===== src/rtl/eg_pkg.sv =====
`timescale 1ns / 1ps
`default_nettype none
// ----------------------------------------------------------------------------
// ElGamal unit package
// Shared widths, payload structs, register indexes and control structs.
// ----------------------------------------------------------------------------
package eg_pkg;

    localparam int WIDTH_DEF = 32;
    localparam int FW        = 32;

    localparam logic [1:0] REG_MODULUS   = 2'd0;
    localparam logic [1:0] REG_GENERATOR = 2'd1;
    localparam logic [1:0] REG_PRIV_KEY  = 2'd2;

    typedef struct packed {
        logic [FW-1:0] message;
        logic [FW-1:0] nonce;
    } eg_in_t;

    typedef struct packed {
        logic [FW-1:0] public_key;
        logic [FW-1:0] cipher_first;
        logic [FW-1:0] cipher_second;
        logic [FW-1:0] recovered_message;
        logic          inverse_found;
    } eg_out_t;

    // datapath operations
    typedef enum logic [3:0] {
        OP_NONE   = 4'd0,
        OP_LOAD   = 4'd1,  // latch inputs, reduce operands
        OP_PINIT  = 4'd2,  // start power: acc=1, b=base, e=exp (sel)
        OP_PSTEP  = 4'd3,  // start one multiply of a square-and-multiply round
        OP_PSAVE  = 4'd4,  // store a power step product (by phase)
        OP_MUL    = 4'd5,  // start modular multiply x*y (sel)
        OP_MSAVE  = 4'd6,  // store a result register (sel)
        OP_IINIT  = 4'd7,  // start inverse
        OP_DIV    = 4'd8,  // start n1/n2 division
        OP_ISTEP  = 4'd9,  // inverse update after division and multiply
        OP_DONE   = 4'd10
    } eg_op_t;

    typedef struct packed {
        eg_op_t     op;
        logic [2:0] sel;
    } eg_cmd_t;

    typedef struct packed {
        logic busy;      // multiplier or divider running
        logic e_zero;    // exponent exhausted
        logic e_lsb;
        logic r_zero;    // remainder zero
        logic v_zero;    // shared secret zero
        logic p_small;   // modulus below two
        logic n2_one;    // last divisor is one
    } eg_stat_t;

endpackage
`default_nettype wire


===== src/rtl/elgamal_encrypt_decrypt_unit.sv =====
`timescale 1ns / 1ps
`default_nettype none
// ----------------------------------------------------------------------------
// ElGamal encrypt/decrypt unit
// Computes public key, ciphertext pair and recovered message per beat.
// ----------------------------------------------------------------------------
// Usage:
//   Configure modulus, generator and private key through cfg_we/cfg_index/
//   cfg_data while idle. Send one input beat (message, nonce) on in_valid/
//   in_ready; one result beat follows on out_valid/out_ready.
//   One item at a time: in_ready is high only while idle.
//   Per item: two reductions by the divider, four exponentiations of up to
//   WIDTH rounds, each round two serial modular multiplies, plus an
//   extended Euclid loop of serial divides and multiplies.
//   The multiplier and divider are bit serial.
//   A modulus below two gives an all-zero result beat in the cycle after the item is taken.
//   Reset clears control and loads register defaults (3, 2, 1).
//   A stalled receiver holds the result beat; no new item is taken.
// ----------------------------------------------------------------------------
module elgamal_encrypt_decrypt_unit
    import eg_pkg::*;
#(
    parameter int WIDTH = WIDTH_DEF
) (
    input  wire logic             clk,
    input  wire logic             rst_n,
    input  wire logic             cfg_we,
    input  wire logic [1:0]       cfg_index,
    input  wire logic [WIDTH-1:0] cfg_data,
    input  wire logic             in_valid,
    output logic                  in_ready,
    input  wire eg_in_t           in_data,
    output logic                  out_valid,
    input  wire logic             out_ready,
    output eg_out_t               out_data
);
    logic [WIDTH-1:0] p_reg, g_reg, d_reg;
    eg_cmd_t  cmd;
    eg_stat_t stat;
    eg_out_t  res;
    logic     zero;
    eg_in_t   din;

    always_ff @(posedge clk or negedge rst_n)
    begin
        if (!rst_n)
        begin
            p_reg <= WIDTH'(3);
            g_reg <= WIDTH'(2);
            d_reg <= WIDTH'(1);
        end
        else if (cfg_we)
        begin
            case (cfg_index)
                REG_MODULUS:   p_reg <= cfg_data;
                REG_GENERATOR: g_reg <= cfg_data;
                REG_PRIV_KEY:  d_reg <= cfg_data;
                default: ;
            endcase
        end
    end

    always_comb
    begin
        din.message = FW'(WIDTH'(in_data.message));
        din.nonce   = FW'(WIDTH'(in_data.nonce));
    end

    eg_datapath #(.WIDTH(WIDTH)) u_dp (
        .clk  (clk),
        .rst_n(rst_n),
        .cmd  (cmd),
        .p    (p_reg),
        .gen  (g_reg),
        .key  (d_reg),
        .din  (din),
        .stat (stat),
        .res  (res)
    );

    eg_ctrl u_ctrl (
        .clk      (clk),
        .rst_n    (rst_n),
        .in_valid (in_valid),
        .in_ready (in_ready),
        .out_valid(out_valid),
        .out_ready(out_ready),
        .stat     (stat),
        .cmd      (cmd),
        .zero_out (zero)
    );

    assign out_data = zero ? '0 : res;

    a_in_idle: assert property (@(posedge clk) disable iff (!rst_n)
        in_ready |-> !out_valid) else $error("in_ready while result pending");
    a_out_hold: assert property (@(posedge clk) disable iff (!rst_n)
        out_valid && !out_ready |=> out_valid) else $error("result dropped");
    a_flag: assert property (@(posedge clk) disable iff (!rst_n)
        out_valid && !out_data.inverse_found |-> out_data.recovered_message == '0)
        else $error("recovered value without inverse");

endmodule
`default_nettype wire


===== src/rtl/eg_datapath.sv =====
`timescale 1ns / 1ps
`default_nettype none
// ----------------------------------------------------------------------------
// ElGamal datapath
// Modular multiply (bit serial double-and-add), restoring divider and
// operand registers driven by controller commands.
// ----------------------------------------------------------------------------
module eg_datapath
    import eg_pkg::*;
#(
    parameter int WIDTH = WIDTH_DEF
) (
    input  wire logic             clk,
    input  wire logic             rst_n,
    input  wire eg_cmd_t          cmd,
    input  wire logic [WIDTH-1:0] p,
    input  wire logic [WIDTH-1:0] gen,
    input  wire logic [WIDTH-1:0] key,
    input  wire eg_in_t           din,
    output eg_stat_t              stat,
    output eg_out_t               res
);
    localparam int CW = $clog2(WIDTH + 1);

    logic [WIDTH-1:0] msg_reg, k_reg, pub_reg, c1_reg, c2_reg, s_reg, rec_reg;
    logic [WIDTH-1:0] acc_reg, b_reg, e_reg;
    logic             found_reg;
    // multiplier
    logic [WIDTH-1:0] mx_reg, my_reg, macc_reg;
    logic [CW-1:0]    mcnt_reg;
    logic             mbusy_reg;
    // divider
    logic [WIDTH-1:0] dn_reg, dd_reg, dq_reg, drem_reg;
    logic [CW-1:0]    dcnt_reg;
    logic             dbusy_reg;
    // inverse
    logic [WIDTH-1:0] n1_reg, n2_reg, b1_reg, b2_reg;
    logic [1:0]       ph_reg;  // power sub phase

    function automatic logic [WIDTH-1:0] addm(input logic [WIDTH-1:0] x,
                                              input logic [WIDTH-1:0] y,
                                              input logic [WIDTH-1:0] m);
        logic [WIDTH-1:0] t;
        t = m - y;
        return (x >= t) ? x - t : x + y;
    endfunction

    logic [WIDTH-1:0] dbl, mstep;
    always_comb
    begin
        dbl   = addm(macc_reg, macc_reg, p);
        mstep = my_reg[WIDTH-1] ? addm(dbl, mx_reg, p) : dbl;
    end

    logic [WIDTH:0]   rsh;
    logic             rge;
    always_comb
    begin
        rsh = {drem_reg, dn_reg[WIDTH-1]};
        rge = rsh >= {1'b0, dd_reg};
    end

    // start division helper: reducing value by p uses the divider too
    logic             mstart, dstart;
    logic [WIDTH-1:0] mx_next, my_next, dn_next, dd_next;

    always_comb
    begin
        mstart  = 1'b0;
        dstart  = 1'b0;
        mx_next = acc_reg;
        my_next = b_reg;
        dn_next = n1_reg;
        dd_next = n2_reg;
        case (cmd.op)
            OP_LOAD:
            begin
                dstart = 1'b1;
                dn_next = (cmd.sel == 3'd0) ? WIDTH'(din.message) : gen;
                dd_next = p;
            end
            OP_PSTEP:
            begin
                mstart = 1'b1;
                if (ph_reg == 2'd0)
                begin
                    mx_next = acc_reg;
                    my_next = b_reg;
                end
                else
                begin
                    mx_next = b_reg;
                    my_next = b_reg;
                end
            end
            OP_MUL:
            begin
                mstart = 1'b1;
                case (cmd.sel)
                    3'd0:    begin mx_next = msg_reg; my_next = acc_reg; end
                    3'd1:    begin mx_next = c2_reg;  my_next = b2_reg;  end
                    default: begin mx_next = dq_reg;  my_next = b2_reg;  end
                endcase
            end
            OP_DIV:
            begin
                dstart = 1'b1;
            end
            default: ;
        endcase
    end

    always_ff @(posedge clk or negedge rst_n)
    begin
        if (!rst_n)
        begin
            mbusy_reg <= 1'b0;
            dbusy_reg <= 1'b0;
            ph_reg    <= 2'd0;
            found_reg <= 1'b0;
        end
        else
        begin
            if (mstart)
            begin
                mbusy_reg <= 1'b1;
                mx_reg    <= mx_next;
                my_reg    <= my_next;
                macc_reg  <= '0;
                mcnt_reg  <= CW'(WIDTH);
            end
            else if (mbusy_reg)
            begin
                macc_reg <= mstep;
                my_reg   <= my_reg << 1;
                mcnt_reg <= mcnt_reg - 1'b1;
                if (mcnt_reg == CW'(1))
                    mbusy_reg <= 1'b0;
            end
            if (dstart)
            begin
                dbusy_reg <= 1'b1;
                dn_reg    <= dn_next;
                dd_reg    <= dd_next;
                drem_reg  <= '0;
                dcnt_reg  <= CW'(WIDTH);
            end
            else if (dbusy_reg)
            begin
                drem_reg <= rge ? WIDTH'(rsh - {1'b0, dd_reg}) : rsh[WIDTH-1:0];
                dn_reg   <= {dn_reg[WIDTH-2:0], rge};
                dcnt_reg <= dcnt_reg - 1'b1;
                if (dcnt_reg == CW'(1))
                    dbusy_reg <= 1'b0;
            end
            case (cmd.op)
                OP_LOAD:
                begin
                    if (cmd.sel == 3'd0)
                        k_reg <= WIDTH'(din.nonce);
                end
                OP_PINIT:
                begin
                    acc_reg <= WIDTH'(1);
                    ph_reg  <= 2'd0;
                    case (cmd.sel)
                        3'd0:    begin b_reg <= s_reg;   e_reg <= key;   end
                        3'd1:    begin b_reg <= s_reg;   e_reg <= k_reg; end
                        3'd2:    begin b_reg <= pub_reg; e_reg <= k_reg; end
                        default: begin b_reg <= c1_reg;  e_reg <= key;   end
                    endcase
                end
                OP_PSTEP:
                begin
                    ph_reg <= ph_reg + 2'd1;
                end
                OP_PSAVE:
                begin
                    case (ph_reg)
                        2'd1: if (e_reg[0]) acc_reg <= macc_reg;
                        default:
                        begin
                            b_reg <= macc_reg;
                            e_reg <= e_reg >> 1;
                        end
                    endcase
                    if (ph_reg == 2'd2)
                        ph_reg <= 2'd0;
                end
                OP_MSAVE:
                begin
                    case (cmd.sel)
                        3'd0:    msg_reg <= drem_reg;   // reduced message
                        3'd1:    s_reg   <= drem_reg;   // reduced generator
                        3'd2:    pub_reg <= acc_reg;
                        3'd3:    c1_reg  <= acc_reg;
                        3'd4:    c2_reg  <= macc_reg;
                        3'd5:    s_reg   <= acc_reg;
                        default: rec_reg <= macc_reg;
                    endcase
                end
                OP_IINIT:
                begin
                    n1_reg    <= p;
                    n2_reg    <= s_reg;
                    b1_reg    <= '0;
                    b2_reg    <= WIDTH'(1);
                    found_reg <= 1'b0;
                end
                OP_ISTEP:
                begin
                    n1_reg <= n2_reg;
                    n2_reg <= drem_reg;
                    b1_reg <= b2_reg;
                    b2_reg <= (b1_reg >= macc_reg) ? b1_reg - macc_reg
                                                   : p - (macc_reg - b1_reg);
                end
                OP_DONE:
                begin
                    found_reg <= (cmd.sel == 3'd1);
                    if (cmd.sel != 3'd1)
                        rec_reg <= '0;
                end
                default: ;
            endcase
            if (dbusy_reg && dcnt_reg == CW'(1))
                dq_reg <= {dn_reg[WIDTH-2:0], rge};
        end
    end

    always_comb
    begin
        stat.busy    = mbusy_reg | dbusy_reg;
        stat.e_zero  = (e_reg == '0);
        stat.e_lsb   = e_reg[0];
        stat.r_zero  = (drem_reg == '0);
        stat.v_zero  = (s_reg == '0);
        stat.p_small = (p < WIDTH'(2));
        stat.n2_one  = (n2_reg == WIDTH'(1));
        res.public_key        = FW'(pub_reg);
        res.cipher_first      = FW'(c1_reg);
        res.cipher_second     = FW'(c2_reg);
        res.recovered_message = FW'(rec_reg);
        res.inverse_found     = found_reg;
    end

endmodule
`default_nettype wire


===== src/rtl/eg_ctrl.sv =====
`timescale 1ns / 1ps
`default_nettype none
// ----------------------------------------------------------------------------
// ElGamal controller
// Sequences reductions, four exponentiations, the inverse and the
// ciphertext and recovery multiplies, then presents the result beat.
// ----------------------------------------------------------------------------
module eg_ctrl
    import eg_pkg::*;
(
    input  wire logic     clk,
    input  wire logic     rst_n,
    input  wire logic     in_valid,
    output logic          in_ready,
    output logic          out_valid,
    input  wire logic     out_ready,
    input  wire eg_stat_t stat,
    output eg_cmd_t       cmd,
    output logic          zero_out
);
    typedef enum logic [12:0] {
        S_IDLE  = 13'b0000000000001,
        S_RED   = 13'b0000000000010,
        S_WAIT  = 13'b0000000000100,
        S_PINIT = 13'b0000000001000,
        S_PTEST = 13'b0000000010000,
        S_PMUL  = 13'b0000000100000,
        S_PWAIT = 13'b0000001000000,
        S_MUL   = 13'b0000010000000,
        S_MWAIT = 13'b0000100000000,
        S_IINIT = 13'b0001000000000,
        S_DWAIT = 13'b0010000000000,
        S_IMWT  = 13'b0100000000000,
        S_OUT   = 13'b1000000000000
    } st_t;

    st_t        st_reg, st_next;
    logic [3:0] job_reg, job_next;   // step number in the item sequence
    logic [1:0] ph_reg, ph_next;
    logic       zero_reg, zero_next;

    always_ff @(posedge clk or negedge rst_n)
    begin
        if (!rst_n)
        begin
            st_reg   <= S_IDLE;
            job_reg  <= '0;
            ph_reg   <= '0;
            zero_reg <= 1'b0;
        end
        else
        begin
            st_reg   <= st_next;
            job_reg  <= job_next;
            ph_reg   <= ph_next;
            zero_reg <= zero_next;
        end
    end

    assign in_ready  = st_reg == S_IDLE;
    assign out_valid = st_reg == S_OUT;
    assign zero_out  = zero_reg;

    // jobs: 0 reduce msg, 1 reduce gen, 2 pub, 3 c1, 4 pub^k and c2,
    //       6 s and inverse, 8 rec
    always_comb
    begin
        st_next   = st_reg;
        job_next  = job_reg;
        ph_next   = ph_reg;
        zero_next = zero_reg;
        cmd.op    = OP_NONE;
        cmd.sel   = 3'd0;
        case (st_reg)
            S_IDLE:
            if (in_valid)
            begin
                zero_next = stat.p_small;
                job_next  = 4'd0;
                cmd.op    = OP_LOAD;
                cmd.sel   = 3'd0;
                st_next   = stat.p_small ? S_OUT : S_WAIT;
            end
            S_RED:
            begin
                cmd.op  = OP_LOAD;
                cmd.sel = 3'd1;
                st_next = S_WAIT;
            end
            S_WAIT:
            if (!stat.busy)
            begin
                cmd.op  = OP_MSAVE;
                cmd.sel = job_reg[2:0];
                job_next = job_reg + 4'd1;
                st_next  = (job_reg == 4'd0) ? S_RED : S_PINIT;
            end
            S_PINIT:
            begin
                cmd.op  = OP_PINIT;
                case (job_reg)
                    4'd2:    cmd.sel = 3'd0;
                    4'd3:    cmd.sel = 3'd1;
                    4'd4:    cmd.sel = 3'd2;
                    default: cmd.sel = 3'd3;
                endcase
                ph_next = 2'd0;
                st_next = S_PTEST;
            end
            S_PTEST:
            if (stat.e_zero)
            begin
                if (job_reg == 4'd4)
                begin
                    st_next = S_MUL;
                end
                else
                begin
                    cmd.op  = OP_MSAVE;
                    case (job_reg)
                        4'd2:    cmd.sel = 3'd2;
                        4'd3:    cmd.sel = 3'd3;
                        default: cmd.sel = 3'd5;
                    endcase
                    job_next = (job_reg == 4'd3) ? 4'd4 : job_reg + 4'd1;
                    st_next  = (job_reg == 4'd6) ? S_IINIT : S_PINIT;
                end
            end
            else
            begin
                cmd.op  = OP_PSTEP;
                st_next = S_PWAIT;
            end
            S_PWAIT:
            if (!stat.busy)
            begin
                cmd.op  = OP_PSAVE;
                ph_next = ph_reg + 2'd1;
                st_next = (ph_reg == 2'd0) ? S_PMUL : S_PTEST;
            end
            S_PMUL:
            begin
                cmd.op  = OP_PSTEP;
                st_next = S_PWAIT;
                ph_next = 2'd1;
            end
            S_MUL:
            begin
                cmd.op  = OP_MUL;
                cmd.sel = (job_reg == 4'd8) ? 3'd1 : 3'd0;
                st_next = S_MWAIT;
            end
            S_MWAIT:
            if (!stat.busy)
            begin
                cmd.op = OP_MSAVE;
                if (job_reg == 4'd8)
                begin
                    cmd.sel = 3'd6;
                    st_next = S_OUT;
                end
                else
                begin
                    cmd.sel  = 3'd4;
                    job_next = 4'd6;
                    st_next  = S_PINIT;
                end
            end
            S_IINIT:
            if (stat.v_zero)
            begin
                cmd.op  = OP_DONE;
                st_next = S_OUT;
            end
            else
            begin
                cmd.op  = OP_IINIT;
                st_next = S_DWAIT;
                ph_next = 2'd0;
            end
            S_DWAIT:
            if (ph_reg == 2'd0)
            begin
                cmd.op  = OP_DIV;
                ph_next = 2'd1;
            end
            else if (!stat.busy)
            begin
                if (stat.r_zero)
                begin
                    cmd.op   = OP_DONE;
                    cmd.sel  = stat.n2_one ? 3'd1 : 3'd0;
                    job_next = 4'd8;
                    st_next  = stat.n2_one ? S_MUL : S_OUT;
                end
                else
                begin
                    cmd.op  = OP_MUL;
                    cmd.sel = 3'd2;
                    st_next = S_IMWT;
                end
            end
            S_IMWT:
            if (!stat.busy)
            begin
                cmd.op  = OP_ISTEP;
                ph_next = 2'd0;
                st_next = S_DWAIT;
            end
            S_OUT:
            begin
                if (out_ready)
                begin
                    st_next = S_IDLE;
                    ph_next = 2'd0;
                end
            end
            default: st_next = S_IDLE;
        endcase
    end

endmodule
`default_nettype wire


===== config.mk =====
export PLATFORM = sky130hd
export DESIGN_NAME = elgamal_encrypt_decrypt_unit
export DESIGN_NICKNAME = d
export VERILOG_FILES = /design/src/rtl/eg_pkg.sv /design/src/rtl/elgamal_encrypt_decrypt_unit.sv /design/src/rtl/eg_datapath.sv /design/src/rtl/eg_ctrl.sv
export SDC_FILE = /design/constraint.sdc
export NUM_CORES = 2
export LEC_CHECK = 0
export BUFFER_PORTS_ARGS = -buffer_cell sky130_fd_sc_hd__buf_2
export CORE_ASPECT_RATIO = 0.6
export CORE_UTILIZATION = 50
export DETAILED_ROUTE_END_ITERATION = 8
export PLACE_DENSITY = 0.78
export SLEW_MARGIN = 0
export SYNTH_ARGS = -nofsm -noshare
export SYNTH_HDL_FRONTEND = slang
export SYNTH_HIERARCHICAL = 1
export SYNTH_SLANG_ARGS = --single-unit

===== constraint.sdc =====
create_clock -name clk -period 23.1 [get_ports clk]
set_input_delay 2.31 -clock clk [delete_from_list [all_inputs] [get_ports clk]]
set_output_delay 2.31 -clock clk [all_outputs]
set_load 0.02 [all_outputs]

==> results.cfg <==
[clock_network]
cts_tree = built
root_buffer = clkbuf_16
numCtsBuffers = 79
cts.path.max_buffers = 3
cts-hold-fix-buffers = 0
insertion_delay_ns = 0.70
cts_resized = 0
htreeDepth = 3
cts_setup_buffers = 0
cts_sinks = 805
clk_pin_slew_worst_paths_ns = 0.07

[run_status]
outcome = completed

[sta]
worst_pin_slew_ns = 1.21
finalCritPeriodShare_pct = 50.5
min_period_ns = 11.66
grt_setup_unrepaired = false
fmax_mhz = 85.7
tns_ns = 0
slew_headroom_pct = 19.3
slew_viol_final = 0
setup_violations = 0
skew_ns = 0.0401
final_hold_viol_count = 0

[worst_setup_path]
critPathCaptureType = register
timing.rr.start = u_dp/macc_reg[1]
critical_path_required_ns = 23.55
startpoint_type = register
r2r_setup_slack_ns = 11.44
slowest_delay_ns = 0.68
cp_slowest_cell = a311oi_1
cp_data_arrival_time_ns = 12.11
crit_path_frequent_cell = a21oi_1
ff2ff_path_depth = 40
crit_fanout = 25
worstSetupPathType = register to register
r2r_end = u_dp/macc_reg[12]

[detailed_routing]
via_count = 43500
dr.first_iter.drc_count = 7393
routed_via_density = 6.49
drc = 0
wl_um = 178000
ant_nets = 0
dr.pass1.iters = 9
wl_per_cell_um = 26.6

[global_routing]
grt_pass1_vias = 39400
grt_overflow = 0
grt_antenna_before_repair = 4
track_usage_pct = 33.3
grt_pass1_wl_um = 260000
grt_max_degree = 96

[cells_and_area]
final_common_cell = edfxtp_1
post-route-util_pct = 55.8
drive_gt1_share_pct = 13.2
mostFrequentLayoutCells = 684 x edfxtp_1, 540 x nand2_1, 396 x nor2_1
fin_nets = 5693
diodes = 0
area_growth_pct = 10.0

[die]
die_y_um = 250
io_pins = 234
die-area_um2 = 104000
die_w_um = 416
initial_core_util_pct = 50.7
coreArea_um2 = 101000
rows = 90

[placed_design]
gp_congestion = 1.02
place_hpwl_um = 134000
io_buffers = 233

[hold_path]
min_path_cells = 0
hold_path_class = register to register
hp-start = u_dp/dn_reg[20]
holdPathEnd = u_dp/dq_reg[21]

[synthesis]
synth_area_per_cell_um2 = 9.92
syn-cell-area_um2 = 51300
synth_cells = 5173
synth_fp_nets = 5564
yosys_warnings = 6

[flow_run]
drv_cap = 0
-- per-layer routing --
metal,vias up,routed length [µm],global-route usage (%)
met5,-,0,0
met4,0,5970,10.0
met3,350,25300,8.90
met2,3146,70400,44.9
met1,20900,76400,51.4
li1,19100,-,-
-- worst max path at each step --
| stage | start | end | slack (ns) | cells past startpoint |
|---|---|---|---|---|
| detailed placement | u_dp/macc_reg[1] | u_dp/macc_reg[12] | 12.04 | 40 |
| floorplan | in_valid | u_dp/b1_reg[0] | 13.40 | 5 |
| CTS | u_dp/macc_reg[1] | u_dp/macc_reg[12] | 11.94 | 39 |
| global placement | u_dp/macc_reg[1] | u_dp/macc_reg[12] | 12.05 | 40 |
| global route | u_dp/macc_reg[1] | u_dp/macc_reg[31] | 10.99 | 41 |
| finish | u_dp/macc_reg[1] | u_dp/macc_reg[12] | 11.44 | 40 |
-- stage by stage --
step                hold WS, ns  instance area (µm²)  std cells  setup WS, ns
global route              0.467                56400       6701         10.99
finish                    0.446                56400       6701         11.44
CTS                       0.446                56400       6701         11.94
detailed placement        0.433                53800       6555         12.04
global placement          0.429                53800       6555         12.05
floorplan                 0.426                51300       5173         13.40
-- layout make-up --
| type | count | area (µm²) |
|---|---|---|
| Clock buffer | 101 | 2190 |
| Clock inverter | 45 | 478 |
| Fill cell | 8631 | 44700 |
| Inverter | 312 | 1170 |
| Multi-Input combinational cell | 3800 | 25600 |
| Sequential cell | 805 | 23600 |
| Tap cell | 1334 | 1670 |
| Timing Repair Buffer | 304 | 1710 |
-- critical path: cells and delay by family, from the launching register on --
kind            cells  cell delay, ns
compound gates     29            7.53
fa+ha+maj           3            1.19
buf+inv             3            0.97
simple gates        3            0.66
flops               1            0.61
mux                 1            0.25
xor+xnor            1            0.17
Power is not shown: default switching activity piles up to over one toggle a cycle in this logic, so the estimate is an artifact.
